$ cat config.mk
export PLATFORM = sky130hd
export DESIGN_NAME = look_disk_scheduler_flat
export DESIGN_NICKNAME = d
export VERILOG_FILES = /design/src/hw/rtl/lds_pkg.sv /design/src/hw/rtl/lds_if.sv /design/src/hw/rtl/look_disk_scheduler.sv /design/src/hw/rtl/lds_front.sv /design/src/hw/rtl/lds_queue.sv /design/src/hw/rtl/lds_back.sv /design/src/flat_wrapper.sv
export VERILOG_INCLUDE_DIRS = /design/src /design/src/hw/rtl
export SDC_FILE = /design/constraint.sdc
export NUM_CORES = 1
export LEC_CHECK = 0
export BUFFER_PORTS_ARGS = -buffer_cell sky130_fd_sc_hd__buf_4
export CAP_MARGIN = 0
export CORE_ASPECT_RATIO = 1.75
export CORE_MARGIN = 3
export CORE_UTILIZATION = 50
export DETAILED_ROUTE_END_ITERATION = 7
export PLACE_DENSITY = 0.69
export SKIP_CTS_REPAIR_TIMING = 1
export SLEW_MARGIN = 20
export SYNTH_ARGS = -nofsm -noshare
export SYNTH_HDL_FRONTEND = slang
export SYNTH_SLANG_ARGS = --single-unit
$ cat constraint.sdc
create_clock -name clk_i -period 5.71 [get_ports clk_i]
set_input_delay 0.2855 -clock clk_i [delete_from_list [all_inputs] [get_ports clk_i]]
set_output_delay 0.2855 -clock clk_i [all_outputs]
set_load 0.02 [all_outputs]
$ cat src/hw/rtl/look_disk_scheduler_defines.svh
// -----------------------------------------------------------------------------
// LOOK disk scheduler assertion macros
// Concurrent assertion wrappers, compiled out when ASSERT_OFF is set.
// -----------------------------------------------------------------------------
`ifndef LOOK_DISK_SCHEDULER_DEFINES_SVH
`define LOOK_DISK_SCHEDULER_DEFINES_SVH

`ifndef ASSERT_OFF
`define LDS_ASSERT(lbl, clk, rst_n, prop) \
  lbl: assert property (@(posedge clk) disable iff (!rst_n) prop) \
    else $error("lds assertion failed");
`define LDS_ASSERT_NEVER(lbl, clk, rst_n, cond) \
  lbl: assert property (@(posedge clk) disable iff (!rst_n) !(cond)) \
    else $error("lds forbidden condition");
`else
`define LDS_ASSERT(lbl, clk, rst_n, prop)
`define LDS_ASSERT_NEVER(lbl, clk, rst_n, cond)
`endif

`endif

$ cat src/hw/rtl/lds_pkg.sv
// -----------------------------------------------------------------------------
// LOOK disk scheduler package
// Shared types and register codes.
// -----------------------------------------------------------------------------
`default_nettype none

package lds_pkg;

  localparam int unsigned TrackW = 10;
  localparam int unsigned MovW   = 11;
  localparam int unsigned SeekW  = 27;
  localparam int unsigned RateW  = 16;
  localparam int unsigned KeyW   = TrackW + 1;

  typedef enum logic [1:0] {
    RegHead = 2'd0,
    RegPrev = 2'd1,
    RegRate = 2'd2
  } reg_idx_e;

  typedef struct packed {
    logic [TrackW-1:0] head;
    logic [TrackW-1:0] prev;
    logic [RateW-1:0]  rate;
  } cfg_t;

  typedef struct packed {
    logic              bank;
    logic [TrackW-1:0] head;
    logic              down;
    logic [RateW-1:0]  rate;
  } desc_t;

  typedef struct packed {
    logic [TrackW-1:0] served_track;
    logic              last_served;
    logic [MovW-1:0]   total_movement;
    logic [SeekW-1:0]  seek_time;
  } rsp_t;

  typedef struct packed {
    logic busy;
    logic bank;
  } bk_stat_t;

endpackage

`default_nettype wire

$ cat src/hw/rtl/lds_if.sv
// -----------------------------------------------------------------------------
// LOOK disk scheduler stream interfaces
// Valid/ready channels for requests and served tracks.
// -----------------------------------------------------------------------------
`default_nettype none

interface lds_req_if;
  logic       valid;
  logic       ready;
  logic [9:0] track;
  logic       last_request;

  modport source (output valid, output track, output last_request, input ready);
  modport sink   (input valid, input track, input last_request, output ready);
endinterface

interface lds_rsp_if;
  logic        valid;
  logic        ready;
  logic [9:0]  served_track;
  logic        last_served;
  logic [10:0] total_movement;
  logic [26:0] seek_time;

  modport source (output valid, output served_track, output last_served,
                  output total_movement, output seek_time, input ready);
  modport sink   (input valid, input served_track, input last_served,
                  input total_movement, input seek_time, output ready);
endinterface

`default_nettype wire

$ cat src/hw/rtl/look_disk_scheduler.sv
// -----------------------------------------------------------------------------
// LOOK disk scheduler
// Collects track requests in batches and returns them in LOOK service order.
// -----------------------------------------------------------------------------
// Usage:
//   req_i carries one track request per transaction; last_request closes the
//   batch, and a batch also closes when it reaches MAX_REQUESTS requests.
//   rsp_o returns every request of the batch in service order; the final
//   transaction carries last_served, total head movement and seek time.
//   head_position, previous_position and seek_rate are written over APB at
//   byte addresses 0, 4 and 8 and are sampled when a batch closes.
// Timing:
//   Loading takes one request per cycle unless req_i stalls. Requests sit in
//   two banks, so one batch loads while the previous one is served. Serving
//   a batch of n requests with k distinct tracks runs a start step, k scans
//   over the bank read port, one result per request, and the StMov and StMul
//   steps for movement and seek time.
//   req_i stalls while a closed batch waits in the queue for the back end.
// Reset:
//   Clears control state and configuration; both banks are free and no batch
//   is pending.
//   When rsp_o stalls, the result is held and emitting pauses.
// -----------------------------------------------------------------------------
`default_nettype none
`include "look_disk_scheduler_defines.svh"

module look_disk_scheduler import lds_pkg::*; #(
  parameter int unsigned MAX_REQUESTS = 32
) (
  input  wire         clk_i,
  input  wire         rst_ni,
  input  wire         psel,
  input  wire         penable,
  input  wire         pwrite,
  input  wire  [3:0]  paddr,
  input  wire  [31:0] pwdata,
  output logic [31:0] prdata,
  output logic        pready,
  lds_req_if.sink     req_i,
  lds_rsp_if.source   rsp_o
);

  localparam int unsigned CntW  = $clog2(MAX_REQUESTS + 1);
  localparam int unsigned IdxW  = (MAX_REQUESTS > 1) ? $clog2(MAX_REQUESTS) : 1;

  cfg_t              cfg_q;
  logic              cfg_wr;
  reg_idx_e          cfg_idx;

  logic              fr_push;
  desc_t             fr_desc;
  logic [CntW-1:0]   fr_cnt;
  logic              fr_wr_en;
  logic [IdxW:0]     fr_wr_addr;
  logic [TrackW-1:0] fr_wr_data;
  logic              fr_wr_bank;
  logic              q_full;
  desc_t             q_desc;
  logic [CntW-1:0]   q_cnt;
  logic              bk_pop;
  bk_stat_t          bk_stat;
  rsp_t              bk_rsp;
  logic              bk_rsp_vld;

  assign pready  = 1'b1;
  assign cfg_wr  = psel && penable && pwrite;
  assign cfg_idx = reg_idx_e'(paddr[3:2]);

  always_ff @(posedge clk_i or negedge rst_ni) begin
    if (!rst_ni) begin
      cfg_q <= '0;
    end else if (cfg_wr) begin
      case (cfg_idx)
        RegHead: cfg_q.head <= pwdata[TrackW-1:0];
        RegPrev: cfg_q.prev <= pwdata[TrackW-1:0];
        RegRate: cfg_q.rate <= pwdata[RateW-1:0];
        default: ;
      endcase
    end
  end

  always_comb begin
    case (cfg_idx)
      RegHead: prdata = {22'd0, cfg_q.head};
      RegPrev: prdata = {22'd0, cfg_q.prev};
      RegRate: prdata = {16'd0, cfg_q.rate};
      default: prdata = '0;
    endcase
  end

  lds_front #(
    .MAX_REQUESTS(MAX_REQUESTS)
  ) u_front (
    .clk_i     (clk_i),
    .rst_ni    (rst_ni),
    .valid_i   (req_i.valid),
    .ready_o   (req_i.ready),
    .track_i   (req_i.track),
    .last_i    (req_i.last_request),
    .cfg_i     (cfg_q),
    .q_full_i  (q_full),
    .push_o    (fr_push),
    .desc_o    (fr_desc),
    .cnt_o     (fr_cnt),
    .wr_en_o   (fr_wr_en),
    .wr_addr_o (fr_wr_addr),
    .wr_data_o (fr_wr_data),
    .wr_bank_o (fr_wr_bank)
  );

  lds_queue #(
    .MAX_REQUESTS(MAX_REQUESTS)
  ) u_queue (
    .clk_i  (clk_i),
    .rst_ni (rst_ni),
    .push_i (fr_push),
    .desc_i (fr_desc),
    .cnt_i  (fr_cnt),
    .pop_i  (bk_pop),
    .full_o (q_full),
    .desc_o (q_desc),
    .cnt_o  (q_cnt)
  );

  lds_back #(
    .MAX_REQUESTS(MAX_REQUESTS)
  ) u_back (
    .clk_i       (clk_i),
    .rst_ni      (rst_ni),
    .wr_en_i     (fr_wr_en),
    .wr_addr_i   (fr_wr_addr),
    .wr_data_i   (fr_wr_data),
    .desc_vld_i  (q_full),
    .desc_i      (q_desc),
    .cnt_i       (q_cnt),
    .pop_o       (bk_pop),
    .stat_o      (bk_stat),
    .rsp_valid_o (bk_rsp_vld),
    .rsp_ready_i (rsp_o.ready),
    .rsp_o       (bk_rsp)
  );

  assign rsp_o.valid          = bk_rsp_vld;
  assign rsp_o.served_track   = bk_rsp.served_track;
  assign rsp_o.last_served    = bk_rsp.last_served;
  assign rsp_o.total_movement = bk_rsp.total_movement;
  assign rsp_o.seek_time      = bk_rsp.seek_time;

  `LDS_ASSERT(a_bank_free, clk_i, rst_ni, fr_wr_en && bk_stat.busy |-> fr_wr_bank != bk_stat.bank)
  `LDS_ASSERT(a_push_room, clk_i, rst_ni, fr_push |-> !q_full || bk_pop)
  `LDS_ASSERT(a_pop_idle, clk_i, rst_ni, bk_pop |=> bk_stat.busy && (bk_stat.bank == $past(q_desc.bank)))
  `LDS_ASSERT_NEVER(a_mid_zero, clk_i, rst_ni, rsp_o.valid && !rsp_o.last_served && (rsp_o.total_movement != 11'd0 || rsp_o.seek_time != 27'd0))

endmodule

`default_nettype wire

$ cat src/hw/rtl/lds_front.sv
// -----------------------------------------------------------------------------
// LOOK disk scheduler front end
// Accepts requests, writes them into the open bank and closes batches.
// -----------------------------------------------------------------------------
`default_nettype none

module lds_front import lds_pkg::*; #(
  parameter int unsigned MAX_REQUESTS = 32
) (
  input  wire                clk_i,
  input  wire                rst_ni,
  input  wire                valid_i,
  output logic               ready_o,
  input  wire  [TrackW-1:0]  track_i,
  input  wire                last_i,
  input  cfg_t               cfg_i,
  input  wire                q_full_i,
  output logic               push_o,
  output desc_t              desc_o,
  output logic [$clog2(MAX_REQUESTS+1)-1:0] cnt_o,
  output logic               wr_en_o,
  output logic [((MAX_REQUESTS > 1) ? $clog2(MAX_REQUESTS) : 1):0] wr_addr_o,
  output logic [TrackW-1:0]  wr_data_o,
  output logic               wr_bank_o
);

  localparam int unsigned CntW = $clog2(MAX_REQUESTS + 1);
  localparam int unsigned IdxW = (MAX_REQUESTS > 1) ? $clog2(MAX_REQUESTS) : 1;

  logic [CntW-1:0] fill_q;
  logic            bank_q;
  logic            accept;
  logic            close;
  logic [CntW-1:0] fill_inc;

  assign ready_o   = !q_full_i;
  assign accept    = valid_i && ready_o;
  assign fill_inc  = fill_q + CntW'(1);
  assign close     = last_i || (fill_inc == CntW'(MAX_REQUESTS));

  assign wr_en_o   = accept;
  assign wr_addr_o = {bank_q, fill_q[IdxW-1:0]};
  assign wr_data_o = track_i;
  assign wr_bank_o = bank_q;

  assign push_o      = accept && close;
  assign cnt_o       = fill_inc;
  assign desc_o.bank = bank_q;
  assign desc_o.head = cfg_i.head;
  assign desc_o.down = cfg_i.head < cfg_i.prev;
  assign desc_o.rate = cfg_i.rate;

  always_ff @(posedge clk_i or negedge rst_ni) begin
    if (!rst_ni) begin
      fill_q <= '0;
      bank_q <= 1'b0;
    end else if (accept) begin
      if (close) begin
        fill_q <= '0;
        bank_q <= !bank_q;
      end else begin
        fill_q <= fill_inc;
      end
    end
  end

endmodule

`default_nettype wire

$ cat src/hw/rtl/lds_queue.sv
// -----------------------------------------------------------------------------
// LOOK disk scheduler batch queue
// One-entry queue of closed batches between front end and back end.
// -----------------------------------------------------------------------------
`default_nettype none

module lds_queue import lds_pkg::*; #(
  parameter int unsigned MAX_REQUESTS = 32
) (
  input  wire                                clk_i,
  input  wire                                rst_ni,
  input  wire                                push_i,
  input  desc_t                              desc_i,
  input  wire  [$clog2(MAX_REQUESTS+1)-1:0]  cnt_i,
  input  wire                                pop_i,
  output logic                               full_o,
  output desc_t                              desc_o,
  output logic [$clog2(MAX_REQUESTS+1)-1:0]  cnt_o
);

  localparam int unsigned CntW = $clog2(MAX_REQUESTS + 1);

  logic            vld_q;
  desc_t           desc_q;
  logic [CntW-1:0] cnt_q;

  assign full_o = vld_q;
  assign desc_o = desc_q;
  assign cnt_o  = cnt_q;

  always_ff @(posedge clk_i or negedge rst_ni) begin
    if (!rst_ni) begin
      vld_q <= 1'b0;
    end else begin
      vld_q <= push_i || (vld_q && !pop_i);
    end
  end

  always_ff @(posedge clk_i) begin
    if (push_i) begin
      desc_q <= desc_i;
      cnt_q  <= cnt_i;
    end
  end

endmodule

`default_nettype wire

$ cat src/hw/rtl/lds_back.sv
// -----------------------------------------------------------------------------
// LOOK disk scheduler back end
// Holds the request banks and emits each batch in LOOK service order by
// repeated minimum-key scans over the stored requests.
// -----------------------------------------------------------------------------
`default_nettype none

module lds_back import lds_pkg::*; #(
  parameter int unsigned MAX_REQUESTS = 32
) (
  input  wire                                clk_i,
  input  wire                                rst_ni,
  input  wire                                wr_en_i,
  input  wire  [((MAX_REQUESTS > 1) ? $clog2(MAX_REQUESTS) : 1):0] wr_addr_i,
  input  wire  [TrackW-1:0]                  wr_data_i,
  input  wire                                desc_vld_i,
  input  desc_t                              desc_i,
  input  wire  [$clog2(MAX_REQUESTS+1)-1:0]  cnt_i,
  output logic                               pop_o,
  output bk_stat_t                           stat_o,
  output logic                               rsp_valid_o,
  input  wire                                rsp_ready_i,
  output rsp_t                               rsp_o
);

  localparam int unsigned CntW  = $clog2(MAX_REQUESTS + 1);
  localparam int unsigned IdxW  = (MAX_REQUESTS > 1) ? $clog2(MAX_REQUESTS) : 1;
  localparam int unsigned AddrW = IdxW + 1;
  localparam int unsigned Depth = 2 ** AddrW;

  typedef enum logic [4:0] {
    StIdle = 5'b00001,
    StScan = 5'b00010,
    StMov  = 5'b00100,
    StMul  = 5'b01000,
    StEmit = 5'b10000
  } bk_state_e;

  logic [TrackW-1:0] mem [Depth];
  logic [TrackW-1:0] rd_data_q;
  logic [AddrW-1:0]  rd_addr;
  logic              rd_en;

  bk_state_e         state_q;
  logic              bank_q;
  logic [TrackW-1:0] head_q;
  logic              down_q;
  logic [RateW-1:0]  rate_q;
  logic [CntW-1:0]   n_q;
  logic [CntW-1:0]   rd_idx_q;
  logic              rd_vld_q;
  logic [CntW-1:0]   done_q;
  logic [CntW-1:0]   rep_q;
  logic [KeyW-1:0]   prev_key_q;
  logic              prev_vld_q;
  logic [KeyW-1:0]   best_key_q;
  logic [CntW-1:0]   best_cnt_q;
  logic              found_q;
  logic [TrackW-1:0] d1_q;
  logic [TrackW-1:0] d2_q;
  logic              have1_q;
  logic              have2_q;
  logic [MovW-1:0]   mov_q;
  logic [SeekW-1:0]  st_q;
  logic              rsp_vld_q;
  rsp_t              rsp_q;

  logic              t_ge;
  logic              t_le;
  logic [TrackW-1:0] trk_gap;
  logic [KeyW-1:0]   key;
  logic              qual;
  logic              scan_end;
  logic              last_key;
  logic              is_last;
  logic              plus;
  logic [TrackW-1:0] out_track;
  logic              out_free;

  assign rd_en   = (state_q == StScan) && (rd_idx_q < n_q);
  assign rd_addr = {bank_q, rd_idx_q[IdxW-1:0]};

  always_ff @(posedge clk_i) begin
    if (wr_en_i) begin
      mem[wr_addr_i] <= wr_data_i;
    end
    if (rd_en) begin
      rd_data_q <= mem[rd_addr];
    end
  end

  assign t_ge     = rd_data_q >= head_q;
  assign t_le     = rd_data_q <= head_q;
  assign trk_gap  = t_ge ? (rd_data_q - head_q) : (head_q - rd_data_q);
  assign key      = {(down_q ? !t_le : !t_ge), trk_gap};
  assign qual     = rd_vld_q && (!prev_vld_q || (key > prev_key_q));
  assign scan_end = (rd_idx_q == n_q) && !rd_vld_q;
  assign last_key = ({1'b0, done_q} + {1'b0, best_cnt_q}) == {1'b0, n_q};

  assign is_last   = (done_q + CntW'(1)) == n_q;
  assign plus      = down_q == prev_key_q[KeyW-1];
  assign out_track = plus ? (head_q + prev_key_q[TrackW-1:0])
                          : (head_q - prev_key_q[TrackW-1:0]);
  assign out_free  = !rsp_vld_q || rsp_ready_i;

  assign pop_o       = (state_q == StIdle) && desc_vld_i;
  assign stat_o.busy = state_q != StIdle;
  assign stat_o.bank = bank_q;
  assign rsp_valid_o = rsp_vld_q;
  assign rsp_o       = rsp_q;

  always_ff @(posedge clk_i or negedge rst_ni) begin
    if (!rst_ni) begin
      state_q    <= StIdle;
      rsp_vld_q  <= 1'b0;
      rd_vld_q   <= 1'b0;
      rd_idx_q   <= '0;
      done_q     <= '0;
      rep_q      <= '0;
      n_q        <= '0;
      found_q    <= 1'b0;
      prev_vld_q <= 1'b0;
      have1_q    <= 1'b0;
      have2_q    <= 1'b0;
    end else begin
      rd_vld_q  <= rd_en;
      rsp_vld_q <= ((state_q == StEmit) && out_free) || (rsp_vld_q && !rsp_ready_i);
      case (state_q)
        StIdle: begin
          if (desc_vld_i) begin
            n_q        <= cnt_i;
            rd_idx_q   <= '0;
            done_q     <= '0;
            found_q    <= 1'b0;
            prev_vld_q <= 1'b0;
            have1_q    <= 1'b0;
            have2_q    <= 1'b0;
            state_q    <= StScan;
          end
        end
        StScan: begin
          if (rd_en) begin
            rd_idx_q <= rd_idx_q + CntW'(1);
          end
          if (qual) begin
            if (!found_q || (key < best_key_q)) begin
              found_q    <= 1'b1;
              best_cnt_q <= CntW'(1);
            end else if (key == best_key_q) begin
              best_cnt_q <= best_cnt_q + CntW'(1);
            end
          end
          if (scan_end) begin
            prev_vld_q <= 1'b1;
            rep_q      <= best_cnt_q;
            if (best_key_q[KeyW-1]) begin
              have2_q <= 1'b1;
            end else begin
              have1_q <= 1'b1;
            end
            state_q <= last_key ? StMov : StEmit;
          end
        end
        StMov: begin
          state_q <= StMul;
        end
        StMul: begin
          state_q <= StEmit;
        end
        StEmit: begin
          if (out_free) begin
            done_q    <= done_q + CntW'(1);
            rep_q     <= rep_q - CntW'(1);
            if (rep_q == CntW'(1)) begin
              if (is_last) begin
                state_q <= StIdle;
              end else begin
                rd_idx_q <= '0;
                found_q  <= 1'b0;
                state_q  <= StScan;
              end
            end
          end
        end
        default: begin
          state_q <= StIdle;
        end
      endcase
    end
  end

  always_ff @(posedge clk_i) begin
    if (pop_o) begin
      bank_q <= desc_i.bank;
      head_q <= desc_i.head;
      down_q <= desc_i.down;
      rate_q <= desc_i.rate;
    end
    if (state_q == StScan) begin
      if (qual && (!found_q || (key < best_key_q))) begin
        best_key_q <= key;
      end
      if (scan_end) begin
        prev_key_q <= best_key_q;
        if (best_key_q[KeyW-1]) begin
          d2_q <= best_key_q[TrackW-1:0];
        end else begin
          d1_q <= best_key_q[TrackW-1:0];
        end
      end
    end
    if (state_q == StMov) begin
      if (have1_q && have2_q) begin
        mov_q <= {d1_q, 1'b0} + {1'b0, d2_q};
      end else if (have1_q) begin
        mov_q <= {1'b0, d1_q};
      end else begin
        mov_q <= {1'b0, d2_q};
      end
    end
    if (state_q == StMul) begin
      st_q <= SeekW'(mov_q) * SeekW'(rate_q);
    end
    if ((state_q == StEmit) && out_free) begin
      rsp_q.served_track   <= out_track;
      rsp_q.last_served    <= is_last;
      rsp_q.total_movement <= is_last ? mov_q : '0;
      rsp_q.seek_time      <= is_last ? st_q : '0;
    end
  end

endmodule

`default_nettype wire

$ cat src/flat_wrapper.sv
// flat-port wrapper written by rule: the top's interface ports become plain ports
module look_disk_scheduler_flat import lds_pkg::*;
#(
  parameter int unsigned MAX_REQUESTS = 32
)
  (clk_i, rst_ni, psel, penable, pwrite, paddr, pwdata, prdata, pready, req_i_valid, req_i_track, req_i_last_request, req_i_ready, rsp_o_valid, rsp_o_served_track, rsp_o_last_served, rsp_o_total_movement, rsp_o_seek_time, rsp_o_ready);
  lds_req_if req_i_i ();
  lds_rsp_if rsp_o_i ();
  input  wire clk_i;
  input  wire rst_ni;
  input  wire psel;
  input  wire penable;
  input  wire pwrite;
  input  wire  [3:0] paddr;
  input  wire  [31:0] pwdata;
  output logic [31:0] prdata;
  output logic pready;
  input wire logic [$bits(req_i_i.valid)-1:0] req_i_valid;
  input wire logic [$bits(req_i_i.track)-1:0] req_i_track;
  input wire logic [$bits(req_i_i.last_request)-1:0] req_i_last_request;
  output wire logic [$bits(req_i_i.ready)-1:0] req_i_ready;
  output wire logic [$bits(rsp_o_i.valid)-1:0] rsp_o_valid;
  output wire logic [$bits(rsp_o_i.served_track)-1:0] rsp_o_served_track;
  output wire logic [$bits(rsp_o_i.last_served)-1:0] rsp_o_last_served;
  output wire logic [$bits(rsp_o_i.total_movement)-1:0] rsp_o_total_movement;
  output wire logic [$bits(rsp_o_i.seek_time)-1:0] rsp_o_seek_time;
  input wire logic [$bits(rsp_o_i.ready)-1:0] rsp_o_ready;
  assign req_i_i.valid = req_i_valid;
  assign req_i_i.track = req_i_track;
  assign req_i_i.last_request = req_i_last_request;
  assign req_i_ready = req_i_i.ready;
  assign rsp_o_valid = rsp_o_i.valid;
  assign rsp_o_served_track = rsp_o_i.served_track;
  assign rsp_o_last_served = rsp_o_i.last_served;
  assign rsp_o_total_movement = rsp_o_i.total_movement;
  assign rsp_o_seek_time = rsp_o_i.seek_time;
  assign rsp_o_i.ready = rsp_o_ready;
  look_disk_scheduler #(.MAX_REQUESTS(MAX_REQUESTS)) u_core (.clk_i(clk_i), .rst_ni(rst_ni), .psel(psel), .penable(penable), .pwrite(pwrite), .paddr(paddr), .pwdata(pwdata), .prdata(prdata), .pready(pready), .req_i(req_i_i), .rsp_o(rsp_o_i));
endmodule
==> Implementation_results.wiki <==
{| class="wikitable"
! Metric !! Value
|-
| Outcome || finished clean
|-
| Clock-pin slew on the worst setup and hold paths || about 0.070 ns
|-
| Inserted Clock Buffers || 83
|-
| Number of DRC violations after detailed-routing iteration 0 || 1936
|-
| Worst hold-check path type || in2reg
|-
| Global-route usage over all layers || 0.226
|-
| Vertical extent of the die || 398 um
|-
| Via count of the first global-routing pass || 25400
|-
| Final slew viol count || 0
|-
| Setup total negative slack || 0 ns
|-
| Highest ir drop seen on vdd || 0.000535 V
|-
| Area of all sequential standard cells || 27400 um2
|-
| Relative slew slack || 0.232
|-
| Category of the most critical setup path || reg2reg
|-
| Die Footprint || 91600 um2
|-
| Yosys top cell by area || sky130_fd_sc_hd__edfxtp_1
|-
| Share of flip-flops with an asynchronous set or reset after synthesis || 0.0853
|-
| Post-synthesis sequential area ratio || 0.624
|-
| Final HPWL DP || approximately 70000 um
|-
| Avg Vias per Cell || ~5.7
|-
| DP Cell Count || between 4000 and 5000
|-
| Placer Congestion || 0.930
|-
| Number of antenna violations at the first check in global routing || 5
|-
| Arrival @ worst endpoint || 5.90 ns
|-
| Max Fanout on Critical Path || 5
|-
| Leak || 0.0178 uW
|-
| Number of synthesized register bits || 926
|-
| Clock tree skew after final layout || 0.0277 ns
|-
| Maximum number of pins on one net before global-route repair || between 80 and 90
|-
| Final period utilization || 0.962
|-
| Clock tree from TritonCTS || yes
|-
| I/O pin count || 138
|-
| Count of antenna-violating nets left after detailed routing || 0
|-
| Count of yosys warnings during synthesis || 0
|-
| Post-layout instance count excluding filler cells || around 4200
|-
| Reg-to-reg setup timing slack || approximately 0.22 ns
|-
| Number of vias after detailed routing || 24100
|-
| Routed length per placed instance || approximately 24 um
|-
| Proportion of netlist area held by the largest area contributor || 0.579
|-
| Area growth from synthesis to final layout || 11.8%
|-
| Time the worst path needs with I/O delays and setup || 5.49 ns
|-
| WL final || between 100000 and 150000 um
|-
| CP endpoint kind || register
|-
| Dominant synthesized flop cell || sky130_fd_sc_hd__edfxtp_1
|-
| Fraction of final layout cells sized beyond drive strength 1 || 0.179
|-
| Achievable clock frequency || 182 MHz
|-
| Final-layout fill cell count || 6780
|-
| Latest clock arrival within the worst-skew pair || 0.67 ns
|-
| Power Dens Cells || about 550 nW/um2
|-
| Final number of setup-violating endpoints || 0
|-
| Fin nets || 3303
|-
| Rows || roughly 140
|-
| Overflow left after global routing || 0
|-
| Number of detailed-routing iterations run before antenna repair || 5
|-
| Number of enable flip-flop cells after synthesis || 847
|-
| Largest cells by area after synthesis || sky130_fd_sc_hd__edfxtp_1, sky130_fd_sc_hd__mux4_2, sky130_fd_sc_hd__fa_1
|-
| Area taken by multi-input logic gates || about 15000 um2
|-
| Number of standard cells after synthesis || 2817
|-
| CTS Root Buffer Type || sky130_fd_sc_hd__clkbuf_16
|-
| Post-synthesis instance area || 43900 um2
|-
| Setup repair after global routing missed its margin || false
|-
| Kind of start point of the critical path || register
|-
| X dimension of the die || 230 um
|-
| Number of clock sinks seen by CTS || 926
|-
| Per-instance average area after synthesis || 15.6 um2
|-
| Port Buffer Count || 102
|-
| Slew at the pin with the worst max-slew slack || ~1.1 ns
|-
| Final hold violation count || 0
|-
| Number of max-cap violations || 0
|-
| Placeable core region || a little under 90000 um2
|-
| Effective utilization at floorplan || 0.505
|-
| Residual DRC || 0
|-
| Count of H-tree levels built during CTS || 3
|-
| Count of cell types in the netlist || 69
|-
| CTS Buffer Depth || 3
|-
| First-pass GRT wire length || 154000 um
|-
| Required time of the critical path || 6.12 ns
|}
==> worst max-delay path, cell delays in order, from the launching register on <==
cell and delay (ns):
sky130_fd_sc_hd__edfxtp_1 0.42, sky130_fd_sc_hd__and2_1 0.18, sky130_fd_sc_hd__fa_1 0.61, sky130_fd_sc_hd__inv_1 0.08
sky130_fd_sc_hd__fa_1 0.53, sky130_fd_sc_hd__inv_1 0.05, sky130_fd_sc_hd__fa_1 0.46, sky130_fd_sc_hd__fa_1 0.49
sky130_fd_sc_hd__inv_1 0.05, sky130_fd_sc_hd__fa_1 0.47, sky130_fd_sc_hd__inv_1 0.04, sky130_fd_sc_hd__ha_1 0.34
sky130_fd_sc_hd__and3_1 0.22, sky130_fd_sc_hd__a31o_2 0.24, sky130_fd_sc_hd__a211oi_1 0.18, sky130_fd_sc_hd__buf_4 0.19
sky130_fd_sc_hd__o311a_1 0.31, sky130_fd_sc_hd__o21bai_1 0.12, sky130_fd_sc_hd__a21oi_1 0.18, sky130_fd_sc_hd__xnor2_1 0.08
==> per-layer routing <==
layer / vias up / track usage / routed length, um
met3: 255 / 0.0341 / 4860
met2: 832 / 0.431 / 57600
met5: - / 0 / 40
li1: 10700 / - / -
met1: 12300 / 0.237 / 34400
met4: 6 / 0.117 / 5640
==> where the power goes <==
| group | total (uW) | switching [uW] | leakage [uW] | internal, uW |
|---|---|---|---|---|
| sequential | 8930 | 567 | 0.00865 | 8370 |
| clock | 5710 | 2510 | 0.00133 | 3200 |
| combinational | 12300 | 7040 | 0.00781 | 5240 |
| total | 26900 | 10100 | 0.0178 | 16800 |
==> through the flow <==
step	utilization	hold slack [ns]	power, uW	worst slack (ns)	area (um2)
after global routing	0.564	0.0418	28600	0.0146	49100
after global placement	0.529	0.265	21000	0.208	46000
final	0.564	0.0113	26900	0.217	49100
after detailed placement	0.529	0.270	21400	0.151	46000
after CTS	0.561	-0.459	27100	0.135	48800
after floorplan	-	-0.0101	17700	0.351	44000
==> registers in the layout, summed over array words and instances (netlist names), 5 cells and up <==
signal / count
u_core.cfg_q: 36
u_core.u_back.best_cnt_q: 6
u_core.u_back.best_key_q: 11
u_core.u_back.d1_q: 10
u_core.u_back.d2_q: 10
u_core.u_back.done_q: 6
u_core.u_back.head_q: 10
u_core.u_back.mem: 640
u_core.u_back.mov_q: 11
u_core.u_back.n_q: 6
u_core.u_back.prev_key_q: 11
u_core.u_back.rate_q: 16
u_core.u_back.rd_data_q: 10
u_core.u_back.rd_idx_q: 6
u_core.u_back.rep_q: 6
u_core.u_back.rsp_o: 49
u_core.u_back.st_q: 27
u_core.u_back.state_q: 5
u_core.u_front.fill_q: 6
u_core.u_queue.cnt_o: 6
u_core.u_queue.desc_o: 28
==> final cells by class <==
| cell class | instances | area share |
|---|---|---|
| Multi-Input combinational cell | 1542 | 0.308 |
| Inverter | 231 | 0.0177 |
| Clock inverter | 52 | 0.0119 |
| Timing Repair Buffer | 183 | 0.0297 |
| Sequential cell | 926 | 0.559 |
| Clock buffer | 100 | 0.0443 |
| Antenna cell | 2 | 0.000102 |
| Tap cell | 1160 | 0.0296 |
==> placed cells by master, fill, tap and decap left out, types with 18 or more instances in the layout <==
master / count
sky130_fd_sc_hd__edfxtp_1: 847
sky130_fd_sc_hd__inv_1: 230
sky130_fd_sc_hd__mux4_2: 180
sky130_fd_sc_hd__nand2_1: 178
sky130_fd_sc_hd__buf_4: 162
sky130_fd_sc_hd__ha_1: 152
sky130_fd_sc_hd__nor2_1: 142
sky130_fd_sc_hd__and2_1: 133
sky130_fd_sc_hd__fa_1: 130
sky130_fd_sc_hd__o21ai_0: 86
sky130_fd_sc_hd__a21oi_1: 85
sky130_fd_sc_hd__clkbuf_16: 84
sky130_fd_sc_hd__dfrtp_1: 75
sky130_fd_sc_hd__xnor2_1: 57
sky130_fd_sc_hd__mux2i_1: 49
sky130_fd_sc_hd__mux2_2: 49
sky130_fd_sc_hd__nand3_1: 36
sky130_fd_sc_hd__a21o_1: 31
sky130_fd_sc_hd__xor2_1: 27
sky130_fd_sc_hd__nor2b_1: 18
sky130_fd_sc_hd__dlygate4sd3_1: 18
==> worst paths after layout <==
| check | from | endpoint | depth (start not counted) |
|---|---|---|---|
| worst max-delay path | u_core.u_back.mov_q[5] | u_core.u_back.st_q[26] | 19 |
| worst min-delay path | rsp_o_ready | u_core.u_back.rsp_valid_o | 3 |
| worst max register to register | u_core.u_back.mov_q[5] | u_core.u_back.st_q[26] | 19 |
| worst min register to register | u_core.u_queue.desc_o[16] | u_core.u_back.down_q | 0 |
| max in group asynchronous | rst_ni | u_core.u_back.rd_idx_q[2] | 3 |
| min in group asynchronous | rst_ni | u_core.cfg_q[13] | 2 |
==> cells by family (layout without fill, tap and decap cells) <==
logic type,Yosys count,after routing,synth area share
AOI/OAI and AO/OA,294,294,0.0415
and+or+nand+nor,585,585,0.0649
buffers and inverters,364,566,0.0332
adders and majority gates,282,282,0.103
other,2,19,0.000171
muxes,278,278,0.116
xor gates and xnor gates,86,86,0.0173
DFF,926,926,0.624
==> cells in the mapped netlist, types with 7 or more instances <==
library cell / count
sky130_fd_sc_hd__edfxtp_1: 847
sky130_fd_sc_hd__inv_1: 231
sky130_fd_sc_hd__mux4_2: 180
sky130_fd_sc_hd__nand2_1: 178
sky130_fd_sc_hd__ha_1: 152
sky130_fd_sc_hd__nor2_1: 143
sky130_fd_sc_hd__and2_1: 134
sky130_fd_sc_hd__fa_1: 130
sky130_fd_sc_hd__o21ai_0: 86
sky130_fd_sc_hd__a21oi_1: 85
sky130_fd_sc_hd__clkbuf_1: 83
sky130_fd_sc_hd__dfrtp_1: 78
sky130_fd_sc_hd__xnor2_1: 58
sky130_fd_sc_hd__mux2_2: 49
sky130_fd_sc_hd__mux2i_1: 49
sky130_fd_sc_hd__nand3_1: 36
sky130_fd_sc_hd__a21o_1: 31
sky130_fd_sc_hd__xor2_1: 27
sky130_fd_sc_hd__buf_2: 21
sky130_fd_sc_hd__nor2b_1: 19
sky130_fd_sc_hd__buf_4: 17
sky130_fd_sc_hd__a221oi_1: 12
sky130_fd_sc_hd__buf_1: 12
sky130_fd_sc_hd__nor3_1: 12
sky130_fd_sc_hd__a22oi_1: 11
sky130_fd_sc_hd__a31oi_1: 9
sky130_fd_sc_hd__and3_1: 9
sky130_fd_sc_hd__o21bai_1: 8
sky130_fd_sc_hd__a211oi_1: 7
sky130_fd_sc_hd__o21a_1: 7
sky130_fd_sc_hd__or2_2: 7
sky130_fd_sc_hd__or3_1: 7
(Power assumes the default switching activity.)
